`src/stream_find_and_replace_defines.svh`:
```
// Assertion helpers for the find-and-replace block.
`ifndef STREAM_FIND_AND_REPLACE_DEFINES_SVH
`define STREAM_FIND_AND_REPLACE_DEFINES_SVH

// Same-cycle implication, checked outside reset.
`define SAF_ASSERT_NOW(label, cond, consq, msg) \
    label: assert property (@(posedge clk) disable iff (!rst_n) (cond) |-> (consq)) \
        else $error(msg);

// Next-cycle implication, checked outside reset.
`define SAF_ASSERT_NEXT(label, cond, consq, msg) \
    label: assert property (@(posedge clk) disable iff (!rst_n) (cond) |=> (consq)) \
        else $error(msg);

`endif

```
`src/saf_pkg.sv`:
```
package saf_pkg;

    localparam int JOB_BYTES = 8;
    localparam int JOB_W     = JOB_BYTES * 8;
    localparam int IDX_W     = $clog2(JOB_BYTES);

    localparam int QUEUE_DEPTH = 2;
    localparam int QPTR_W      = $clog2(QUEUE_DEPTH);
    localparam int QCNT_W      = $clog2(QUEUE_DEPTH + 1);

    localparam logic [7:0] NEWLINE = 8'd10;
    localparam logic [3:0] MAX_REPLACE = 4'd8;

    // configuration register indexes
    localparam logic [1:0] REG_PATTERN_LEN  = 2'd0;
    localparam logic [1:0] REG_PATTERN_WORD = 2'd1;
    localparam logic [1:0] REG_REPLACE_LEN  = 2'd2;
    localparam logic [1:0] REG_REPLACE_WORD = 2'd3;

    typedef struct packed {
        logic [3:0]  pattern_len;
        logic [63:0] pattern_word;
        logic [3:0]  replace_len;
        logic [63:0] replace_word;
    } cfg_t;

    // one unit of output work: cnt bytes from data, lowest byte first
    typedef struct packed {
        logic [JOB_W-1:0] data;
        logic [3:0]       cnt;
        logic             eol;
    } job_t;

    typedef struct packed {
        logic full;
        logic empty;
    } qstat_t;

endpackage

```
`src/saf_front.sv`:
```
module saf_front
    import saf_pkg::*;
#(
    parameter int MAX_PATTERN = 8
)
(
    input  logic       clk,
    input  logic       rst_n,
    input  cfg_t       cfg,
    input  logic       clear_win,
    input  logic       in_valid,
    input  logic [7:0] in_byte,
    input  logic       end_of_line,
    output logic       job_valid,
    output job_t       job
);

    localparam int WIN  = (MAX_PATTERN < JOB_BYTES) ? MAX_PATTERN : JOB_BYTES;
    localparam int FW   = $clog2(WIN + 1);

    logic [WIN*8-1:0] win_reg, win_next, win_ins;
    logic [FW-1:0]    fill_reg, fill_next, fill_inc;
    logic [3:0]       len_eff, rl_eff;
    logic             match;
    logic [JOB_W-1:0] flush_data;

    always_comb
    begin
        if (cfg.pattern_len == 4'd0)
            len_eff = 4'd1;
        else if (cfg.pattern_len > 4'(WIN))
            len_eff = 4'(WIN);
        else
            len_eff = cfg.pattern_len;

        rl_eff = (cfg.replace_len > MAX_REPLACE) ? MAX_REPLACE : cfg.replace_len;
    end

    always_comb
    begin
        win_ins = win_reg;
        for (int i = 0; i < WIN; i++)
        begin
            if (i == int'(fill_reg))
                win_ins[i*8 +: 8] = in_byte;
        end
        fill_inc = fill_reg + 1'b1;

        match = 1'b1;
        for (int i = 0; i < WIN; i++)
        begin
            if ((i < int'(len_eff)) && (win_ins[i*8 +: 8] != cfg.pattern_word[i*8 +: 8]))
                match = 1'b0;
        end

        // held bytes followed by the newline
        flush_data = JOB_W'(win_reg);
        for (int i = 0; i < JOB_BYTES; i++)
        begin
            if (i == int'(fill_reg))
                flush_data[i*8 +: 8] = NEWLINE;
        end
    end

    always_comb
    begin
        job_valid = 1'b0;
        job       = '0;
        win_next  = win_reg;
        fill_next = fill_reg;
        if (clear_win)
        begin
            fill_next = '0;
        end
        else if (in_valid)
        begin
            if (end_of_line)
            begin
                job_valid = 1'b1;
                job.data  = flush_data;
                job.cnt   = 4'(fill_reg) + 4'd1;
                job.eol   = 1'b1;
                fill_next = '0;
            end
            else if (4'(fill_inc) >= len_eff)
            begin
                if (match)
                begin
                    fill_next = '0;
                    if (rl_eff != 4'd0)
                    begin
                        job_valid = 1'b1;
                        job.data  = cfg.replace_word;
                        job.cnt   = rl_eff;
                    end
                end
                else
                begin
                    // emit the oldest byte and slide
                    job_valid = 1'b1;
                    job.data  = JOB_W'(win_ins[7:0]);
                    job.cnt   = 4'd1;
                    win_next  = win_ins >> 8;
                    fill_next = fill_reg;
                end
            end
            else
            begin
                win_next  = win_ins;
                fill_next = fill_inc;
            end
        end
    end

    always_ff @(posedge clk or negedge rst_n)
    begin
        if (!rst_n)
            fill_reg <= '0;
        else
            fill_reg <= fill_next;
    end

    always_ff @(posedge clk)
    begin
        win_reg <= win_next;
    end

endmodule

```
`src/saf_queue.sv`:
```
module saf_queue
    import saf_pkg::*;
(
    input  logic   clk,
    input  logic   rst_n,
    input  logic   push,
    input  job_t   push_job,
    input  logic   pop,
    output job_t   head,
    output qstat_t stat
);

    job_t              mem_reg [QUEUE_DEPTH];
    logic [QPTR_W-1:0] wr_ptr_reg, wr_ptr_next;
    logic [QPTR_W-1:0] rd_ptr_reg, rd_ptr_next;
    logic [QCNT_W-1:0] count_reg, count_next;
    logic              do_push, do_pop;

    assign stat.full  = (count_reg == QCNT_W'(QUEUE_DEPTH));
    assign stat.empty = (count_reg == '0);
    assign head       = mem_reg[rd_ptr_reg];

    assign do_push = push && !stat.full;
    assign do_pop  = pop && !stat.empty;

    always_comb
    begin
        wr_ptr_next = wr_ptr_reg;
        rd_ptr_next = rd_ptr_reg;
        count_next  = count_reg;
        if (do_push)
            wr_ptr_next = (wr_ptr_reg == QPTR_W'(QUEUE_DEPTH - 1)) ? '0 : wr_ptr_reg + 1'b1;
        if (do_pop)
            rd_ptr_next = (rd_ptr_reg == QPTR_W'(QUEUE_DEPTH - 1)) ? '0 : rd_ptr_reg + 1'b1;
        if (do_push && !do_pop)
            count_next = count_reg + 1'b1;
        else if (do_pop && !do_push)
            count_next = count_reg - 1'b1;
    end

    always_ff @(posedge clk or negedge rst_n)
    begin
        if (!rst_n)
        begin
            wr_ptr_reg <= '0;
            rd_ptr_reg <= '0;
            count_reg  <= '0;
        end
        else
        begin
            wr_ptr_reg <= wr_ptr_next;
            rd_ptr_reg <= rd_ptr_next;
            count_reg  <= count_next;
        end
    end

    always_ff @(posedge clk)
    begin
        if (do_push)
            mem_reg[wr_ptr_reg] <= push_job;
    end

endmodule

```
`src/saf_back.sv`:
```
module saf_back
    import saf_pkg::*;
(
    input  logic       clk,
    input  logic       rst_n,
    input  qstat_t     q_stat,
    input  job_t       q_head,
    output logic       q_pop,
    input  logic       pop,
    output logic       empty,
    output logic [7:0] out_byte,
    output logic       line_end,
    output logic       last
);

    job_t             job_reg, job_next;
    logic [IDX_W-1:0] idx_reg, idx_next;
    logic             busy_reg, busy_next;
    logic             advance, finish, load;

    assign empty    = !busy_reg;
    assign last     = ({1'b0, idx_reg} == (job_reg.cnt - 4'd1));
    assign out_byte = job_reg.data[{idx_reg, 3'b000} +: 8];
    assign line_end = job_reg.eol && last;

    assign advance = busy_reg && pop;
    assign finish  = advance && last;
    assign load    = !q_stat.empty && (!busy_reg || finish);
    assign q_pop   = load;

    always_comb
    begin
        job_next  = job_reg;
        idx_next  = idx_reg;
        busy_next = busy_reg;
        if (load)
        begin
            job_next  = q_head;
            idx_next  = '0;
            busy_next = 1'b1;
        end
        else if (finish)
        begin
            busy_next = 1'b0;
        end
        else if (advance)
        begin
            idx_next = idx_reg + 1'b1;
        end
    end

    always_ff @(posedge clk or negedge rst_n)
    begin
        if (!rst_n)
        begin
            busy_reg <= 1'b0;
            idx_reg  <= '0;
        end
        else
        begin
            busy_reg <= busy_next;
            idx_reg  <= idx_next;
        end
    end

    always_ff @(posedge clk)
    begin
        job_reg <= job_next;
    end

endmodule

```
`src/stream_find_and_replace.sv`:
```
// Channel   Handshake            Payload
// input     push / full          in_byte, end_of_line
// result    pop / empty          out_byte, line_end, last
// config    cfg_valid/cfg_ready  cfg_index, cfg_data
//
// The front takes one item per cycle while the two-entry job queue has room.
// The back sends one result per cycle while pop is held; an item with n results
// holds it for n pops (up to 8), so the rate is set by the back's byte counter.
// Reset clears window count and queue; config resets to pattern_len 1, rest 0.
// A stalled pop backs up the queue, which then raises full.
`include "stream_find_and_replace_defines.svh"

module stream_find_and_replace
    import saf_pkg::*;
#(
    parameter int MAX_PATTERN = 8
)
(
    input  logic        clk,
    input  logic        rst_n,
    input  logic        push,
    output logic        full,
    input  logic [7:0]  in_byte,
    input  logic        end_of_line,
    output logic        empty,
    input  logic        pop,
    output logic [7:0]  out_byte,
    output logic        line_end,
    output logic        last,
    input  logic        cfg_valid,
    output logic        cfg_ready,
    input  logic [1:0]  cfg_index,
    input  logic [63:0] cfg_data
);

    cfg_t   cfg_reg, cfg_next;
    logic   cfg_wr, clear_win;
    logic   in_valid, job_valid, q_pop;
    job_t   job, q_head;
    qstat_t q_stat;

    assign cfg_ready = 1'b1;
    assign cfg_wr    = cfg_valid && cfg_ready;
    assign clear_win = cfg_wr && (cfg_index == REG_PATTERN_LEN);

    always_comb
    begin
        cfg_next = cfg_reg;
        if (cfg_wr)
        begin
            case (cfg_index)
                REG_PATTERN_LEN:  cfg_next.pattern_len  = cfg_data[3:0];
                REG_PATTERN_WORD: cfg_next.pattern_word = cfg_data;
                REG_REPLACE_LEN:  cfg_next.replace_len  = cfg_data[3:0];
                REG_REPLACE_WORD: cfg_next.replace_word = cfg_data;
                default:          cfg_next = cfg_reg;
            endcase
        end
    end

    always_ff @(posedge clk or negedge rst_n)
    begin
        if (!rst_n)
        begin
            cfg_reg.pattern_len  <= 4'd1;
            cfg_reg.pattern_word <= '0;
            cfg_reg.replace_len  <= '0;
            cfg_reg.replace_word <= '0;
        end
        else
        begin
            cfg_reg <= cfg_next;
        end
    end

    assign full     = q_stat.full;
    assign in_valid = push && !q_stat.full;

    saf_front #(
        .MAX_PATTERN (MAX_PATTERN)
    ) u_front (
        .clk         (clk),
        .rst_n       (rst_n),
        .cfg         (cfg_reg),
        .clear_win   (clear_win),
        .in_valid    (in_valid),
        .in_byte     (in_byte),
        .end_of_line (end_of_line),
        .job_valid   (job_valid),
        .job         (job)
    );

    saf_queue u_queue (
        .clk      (clk),
        .rst_n    (rst_n),
        .push     (job_valid),
        .push_job (job),
        .pop      (q_pop),
        .head     (q_head),
        .stat     (q_stat)
    );

    saf_back u_back (
        .clk      (clk),
        .rst_n    (rst_n),
        .q_stat   (q_stat),
        .q_head   (q_head),
        .q_pop    (q_pop),
        .pop      (pop),
        .empty    (empty),
        .out_byte (out_byte),
        .line_end (line_end),
        .last     (last)
    );

    `SAF_ASSERT_NOW(a_line_end_last, !empty && line_end, last, "line end not on last result")
    `SAF_ASSERT_NOW(a_line_end_nl, !empty && line_end, out_byte == NEWLINE, "line end not newline")
    `SAF_ASSERT_NEXT(a_back_refill, !empty && pop && last && !q_stat.empty, !empty, "back idle with work queued")
    `SAF_ASSERT_NOW(a_no_push_full, job_valid, !q_stat.full, "job pushed into full queue")

endmodule
```
`config.mk`:
```
export PLATFORM = sky130hd
export DESIGN_NAME = stream_find_and_replace
export DESIGN_NICKNAME = d
export VERILOG_FILES = /design/src/saf_pkg.sv /design/src/saf_front.sv /design/src/saf_queue.sv /design/src/saf_back.sv /design/src/stream_find_and_replace.sv
export VERILOG_INCLUDE_DIRS = /design/src /design/src/src
export SDC_FILE = /design/constraint.sdc
export NUM_CORES = 1
export LEC_CHECK = 0
export BUFFER_PORTS_ARGS = -buffer_cell sky130_fd_sc_hd__buf_2
export CAP_MARGIN = 20
export CORE_ASPECT_RATIO = 0.7
export CORE_MARGIN = 2
export CORE_UTILIZATION = 43
export DETAILED_ROUTE_END_ITERATION = 10
export GPL_TIMING_DRIVEN = 0
export PLACE_DENSITY = 0.68
export SYNTH_ARGS = -nofsm -noshare
export SYNTH_HDL_FRONTEND = slang
export SYNTH_SLANG_ARGS = --single-unit
```
`constraint.sdc`:
```
create_clock -name clk -period 11.5 [get_ports clk]
set_clock_uncertainty 0.05 [all_clocks]
set_input_delay 1.725 -clock clk [delete_from_list [all_inputs] [get_ports clk]]
set_output_delay 1.725 -clock clk [all_outputs]
set_load 0.05 [all_outputs]
```
==> reports/metrics.cfg <==
[outcome]
status = complete, no violations

[power]
irDropWorstVdd_mv = 0.1123
p_int_mw = 3.546
powerDensity_mw_per_mm2 = 247.1
p_leak_nw = 8.355
switchingPower_mw = 1.924
clkPwrFrac_pct = 25.8
power_frac_seq_pct = 41.7
total_power_mw = 5.469
swShare_pct = 35.17
share_comb_of_total_power_pct = 32.5

[global_routing]
first_global_vias = 12766
gr-total-overflow = 0
grt.total_usage_pct = 23.59
grt_max_degree = 87
antenna_found_initial = 3
grt_pass1_wl_um = 81950

[final_layout]
regArea_mm2 = 0.01184
fin_nets = 1675
n_fill_cell = 3833
layout_common_cells = edfxtp_1 (271), mux2_2 (209), nor2_1 (170), dfrtp_1 (147), buf_2 (89)
final_cells = 2212
drive_gt1_share_pct = 25.79
mostFrequentLayoutCell = edfxtp_1
area_delta_synth_final_pct = 14.43
largest_reg_flops = 138
multi_input_area_mm2 = 0.007020
final_area_mm2 = 0.02213

[placed_design]
dpl-instance-area_mm2 = 0.02070
hpwl_um = 39940
port_buffers = 84
routabilityCongestion = 0.9740
dp.cells = 2133

[clocking]
clock_latency_ns = 0.57
path_clk_slew_ns = 0.06
cts_root_buffer = clkbuf_16
cts_resized = 0
cts_tree = built
postCtsSetupRepairBufs = 0
ctsHoldBuffers = 0
cts_buffer_depth = 3
numCtsBuffers = 42
h-tree-depth = 2
cts_num_sinks = 419

[synthesis]
synth_top_cell_area_share_pct = 42.08
synth_cells = 1448
ys_seq_elements = 419
synthFlopType = edfxtp_1
syn_nets = 1539
synth_area_per_cell_um2 = 13.36
synth_cell_type_count = 70
synth-edff-count = 271
synth_warnings = 0
ys_seq_area_share_pct = 61.23
synthArstFlopShare_pct = 35.32
syn-cell-area_mm2 = 0.01934
yosys-top-cells-area = edfxtp_1 (42%), dfrtp_1 (19%), mux2_2 (12%)
synth_area_leader_cell = edfxtp_1

[worst_setup_path]
cp.arrival_ns = 6.64
path_cells = clkbuf_1 > inv_1 > a222oi_1 > nand3_1 > a221oi_1 > nand4_1 > nor4_2 > a21oi_2 > o21ai_0 > nor2_4 > buf_16 > buf_12
worstSetupEndpointType = register
crit_fanout = 29
cp.buffers_inverters = 4
cp-start-kind = input pin
crit_path_top_delay_cell = o21ai_0
cp_slowest_stage_delay_ns = 0.85
required_ns = 11.75
critical-path-top-delay-family = compound AO/OA/AOI/OAI gates
worstSetupPathType = in -> reg

[sta]
max_freq_mhz = 156.5
fin_crit_sh_pct = 55.57
hold_viol = 0
rsz0062_at_grt = false
max_slew_margin_pct = 25.23
worstMarginPinSlew_ns = 1.119
layout_min_cycle_time_ns = 6.390
slew_violations = 0
fin_tns_setup_ns = 0
setup-violations-final = 0

[die]
start_util_pct = 43.91
die_area_mm2 = 0.04672
die_x_um = 257.5
num_io_pins = 93
die_y_um = 181.4
row_count = 64
core_area_mm2 = 0.04404

[detailed_routing]
final_antenna_net_count = 0
wl_um = 55350
wl_per_cell_um = 25.02
viasPerCell = 5.937
first_pass_iters = 6
initialDrtViolationCount = 1641
drc = 0
vias = 13133

[worst_hold_path]
min_path_type = reg -> reg

[run]
cap_violations = 0

==> cells by family (layout without fill, tap and decap cells) <==
group / after synthesis / count (layout) / share of synthesized area [%]
AND/OR/NAND/NOR: 346 / 346 / 8.242
AO/OA/AOI/OAI: 239 / 239 / 9.025
multiplexers: 248 / 248 / 15.22
adder cells (fa/ha/maj): 11 / 11 / 0.7116
other: 1 / 2 / 0.01939
flip-flops: 419 / 419 / 61.23
XOR/XNOR: 65 / 65 / 2.944
buffers and inverters: 119 / 288 / 2.601
==> Yosys cell counts (3+ instances only) <==
cell	count
o2111ai_1	4
nand4_1	8
o2bb2ai_1	10
nand3_1	23
xnor2_1	42
inv_1	45
a21o_1	3
mux4_2	16
a22o_1	52
nor4_1	5
o21ai_0	17
nand2b_1	10
buf_6	6
a31oi_1	7
o32ai_1	3
mux2i_1	23
or3_1	8
and3b_1	3
nor2b_1	8
o311ai_0	4
o221a_2	3
o22ai_1	63
nor3b_1	6
dfrtp_1	147
a221oi_1	8
nor3_1	11
a211oi_1	6
mux2_2	209
o221ai_1	3
nand3b_1	4
a21oi_1	30
clkbuf_1	53
buf_2	6
nand2_1	71
a222oi_1	4
buf_1	6
edfxtp_1	271
ha_1	11
nor2_1	172
a22oi_1	3
xor2_1	23
o211ai_1	6
==> routing by layer <==
metal / GRT usage (%) / wire [um] / vias to the layer above
met5: 0 / 11 / -
met4: 6.682 / 1417 / 2
met3: 8.222 / 6874 / 109
met2: 32.53 / 22800 / 709
met1: 34.99 / 24250 / 6588
li1: - / - / 5725
==> final timing paths <==
check                                          from                     end  slack [ns]  depth (start not counted)
worst min register to register          cfg_reg[42]             cfg_reg[42]        0.46                          1
worst max register to register  u_front.fill_reg[0]  u_queue.mem_reg[0][20]        6.19                         14
worst min-delay path                    cfg_reg[42]             cfg_reg[42]        0.46                          1
min in group asynchronous                     rst_n       u_back.idx_reg[0]        1.09                          1
worst max-delay path                     in_byte[1]  u_queue.mem_reg[0][20]        5.11                         12
max in group asynchronous                     rst_n             cfg_reg[98]        9.38                          2
==> power by group through the flow <==
stage	combinational, mW	clock [mW]	sequential [mW]
floorplan	1.27	0	2.22
global placement	1.67	0	2.32
detailed placement	1.74	0	2.30
CTS	1.75	1.43	2.27
global route	1.93	1.49	2.30
finish	1.78	1.41	2.28
==> layout make-up <==
type	count	area share [%]
Tap cell	594	3.358
Inverter	47	0.8085
Clock inverter	18	0.9838
Timing Repair Buffer	92	2.697
Clock buffer	59	5.428
Multi-Input combinational cell	910	31.72
Buffer	72	1.476
Sequential cell	419	53.51
Antenna cell	1	0.01131
==> metrics by stage <==
step / hold slack, ns / utilization, % / worst slack (ns)
4_1_cts: 0.4584 / 50.22 / 5.277
3_3_place_gp: 0.4382 / 46.55 / -0.6933
3_5_place_dp: 0.4444 / 47.00 / 4.709
2_1_floorplan: 0.4116 / - / 2.889
6_report: 0.4594 / 50.25 / 5.110
5_1_grt: 0.4805 / 50.25 / 4.987
Note: power is estimated with default switching activity, not from simulation.
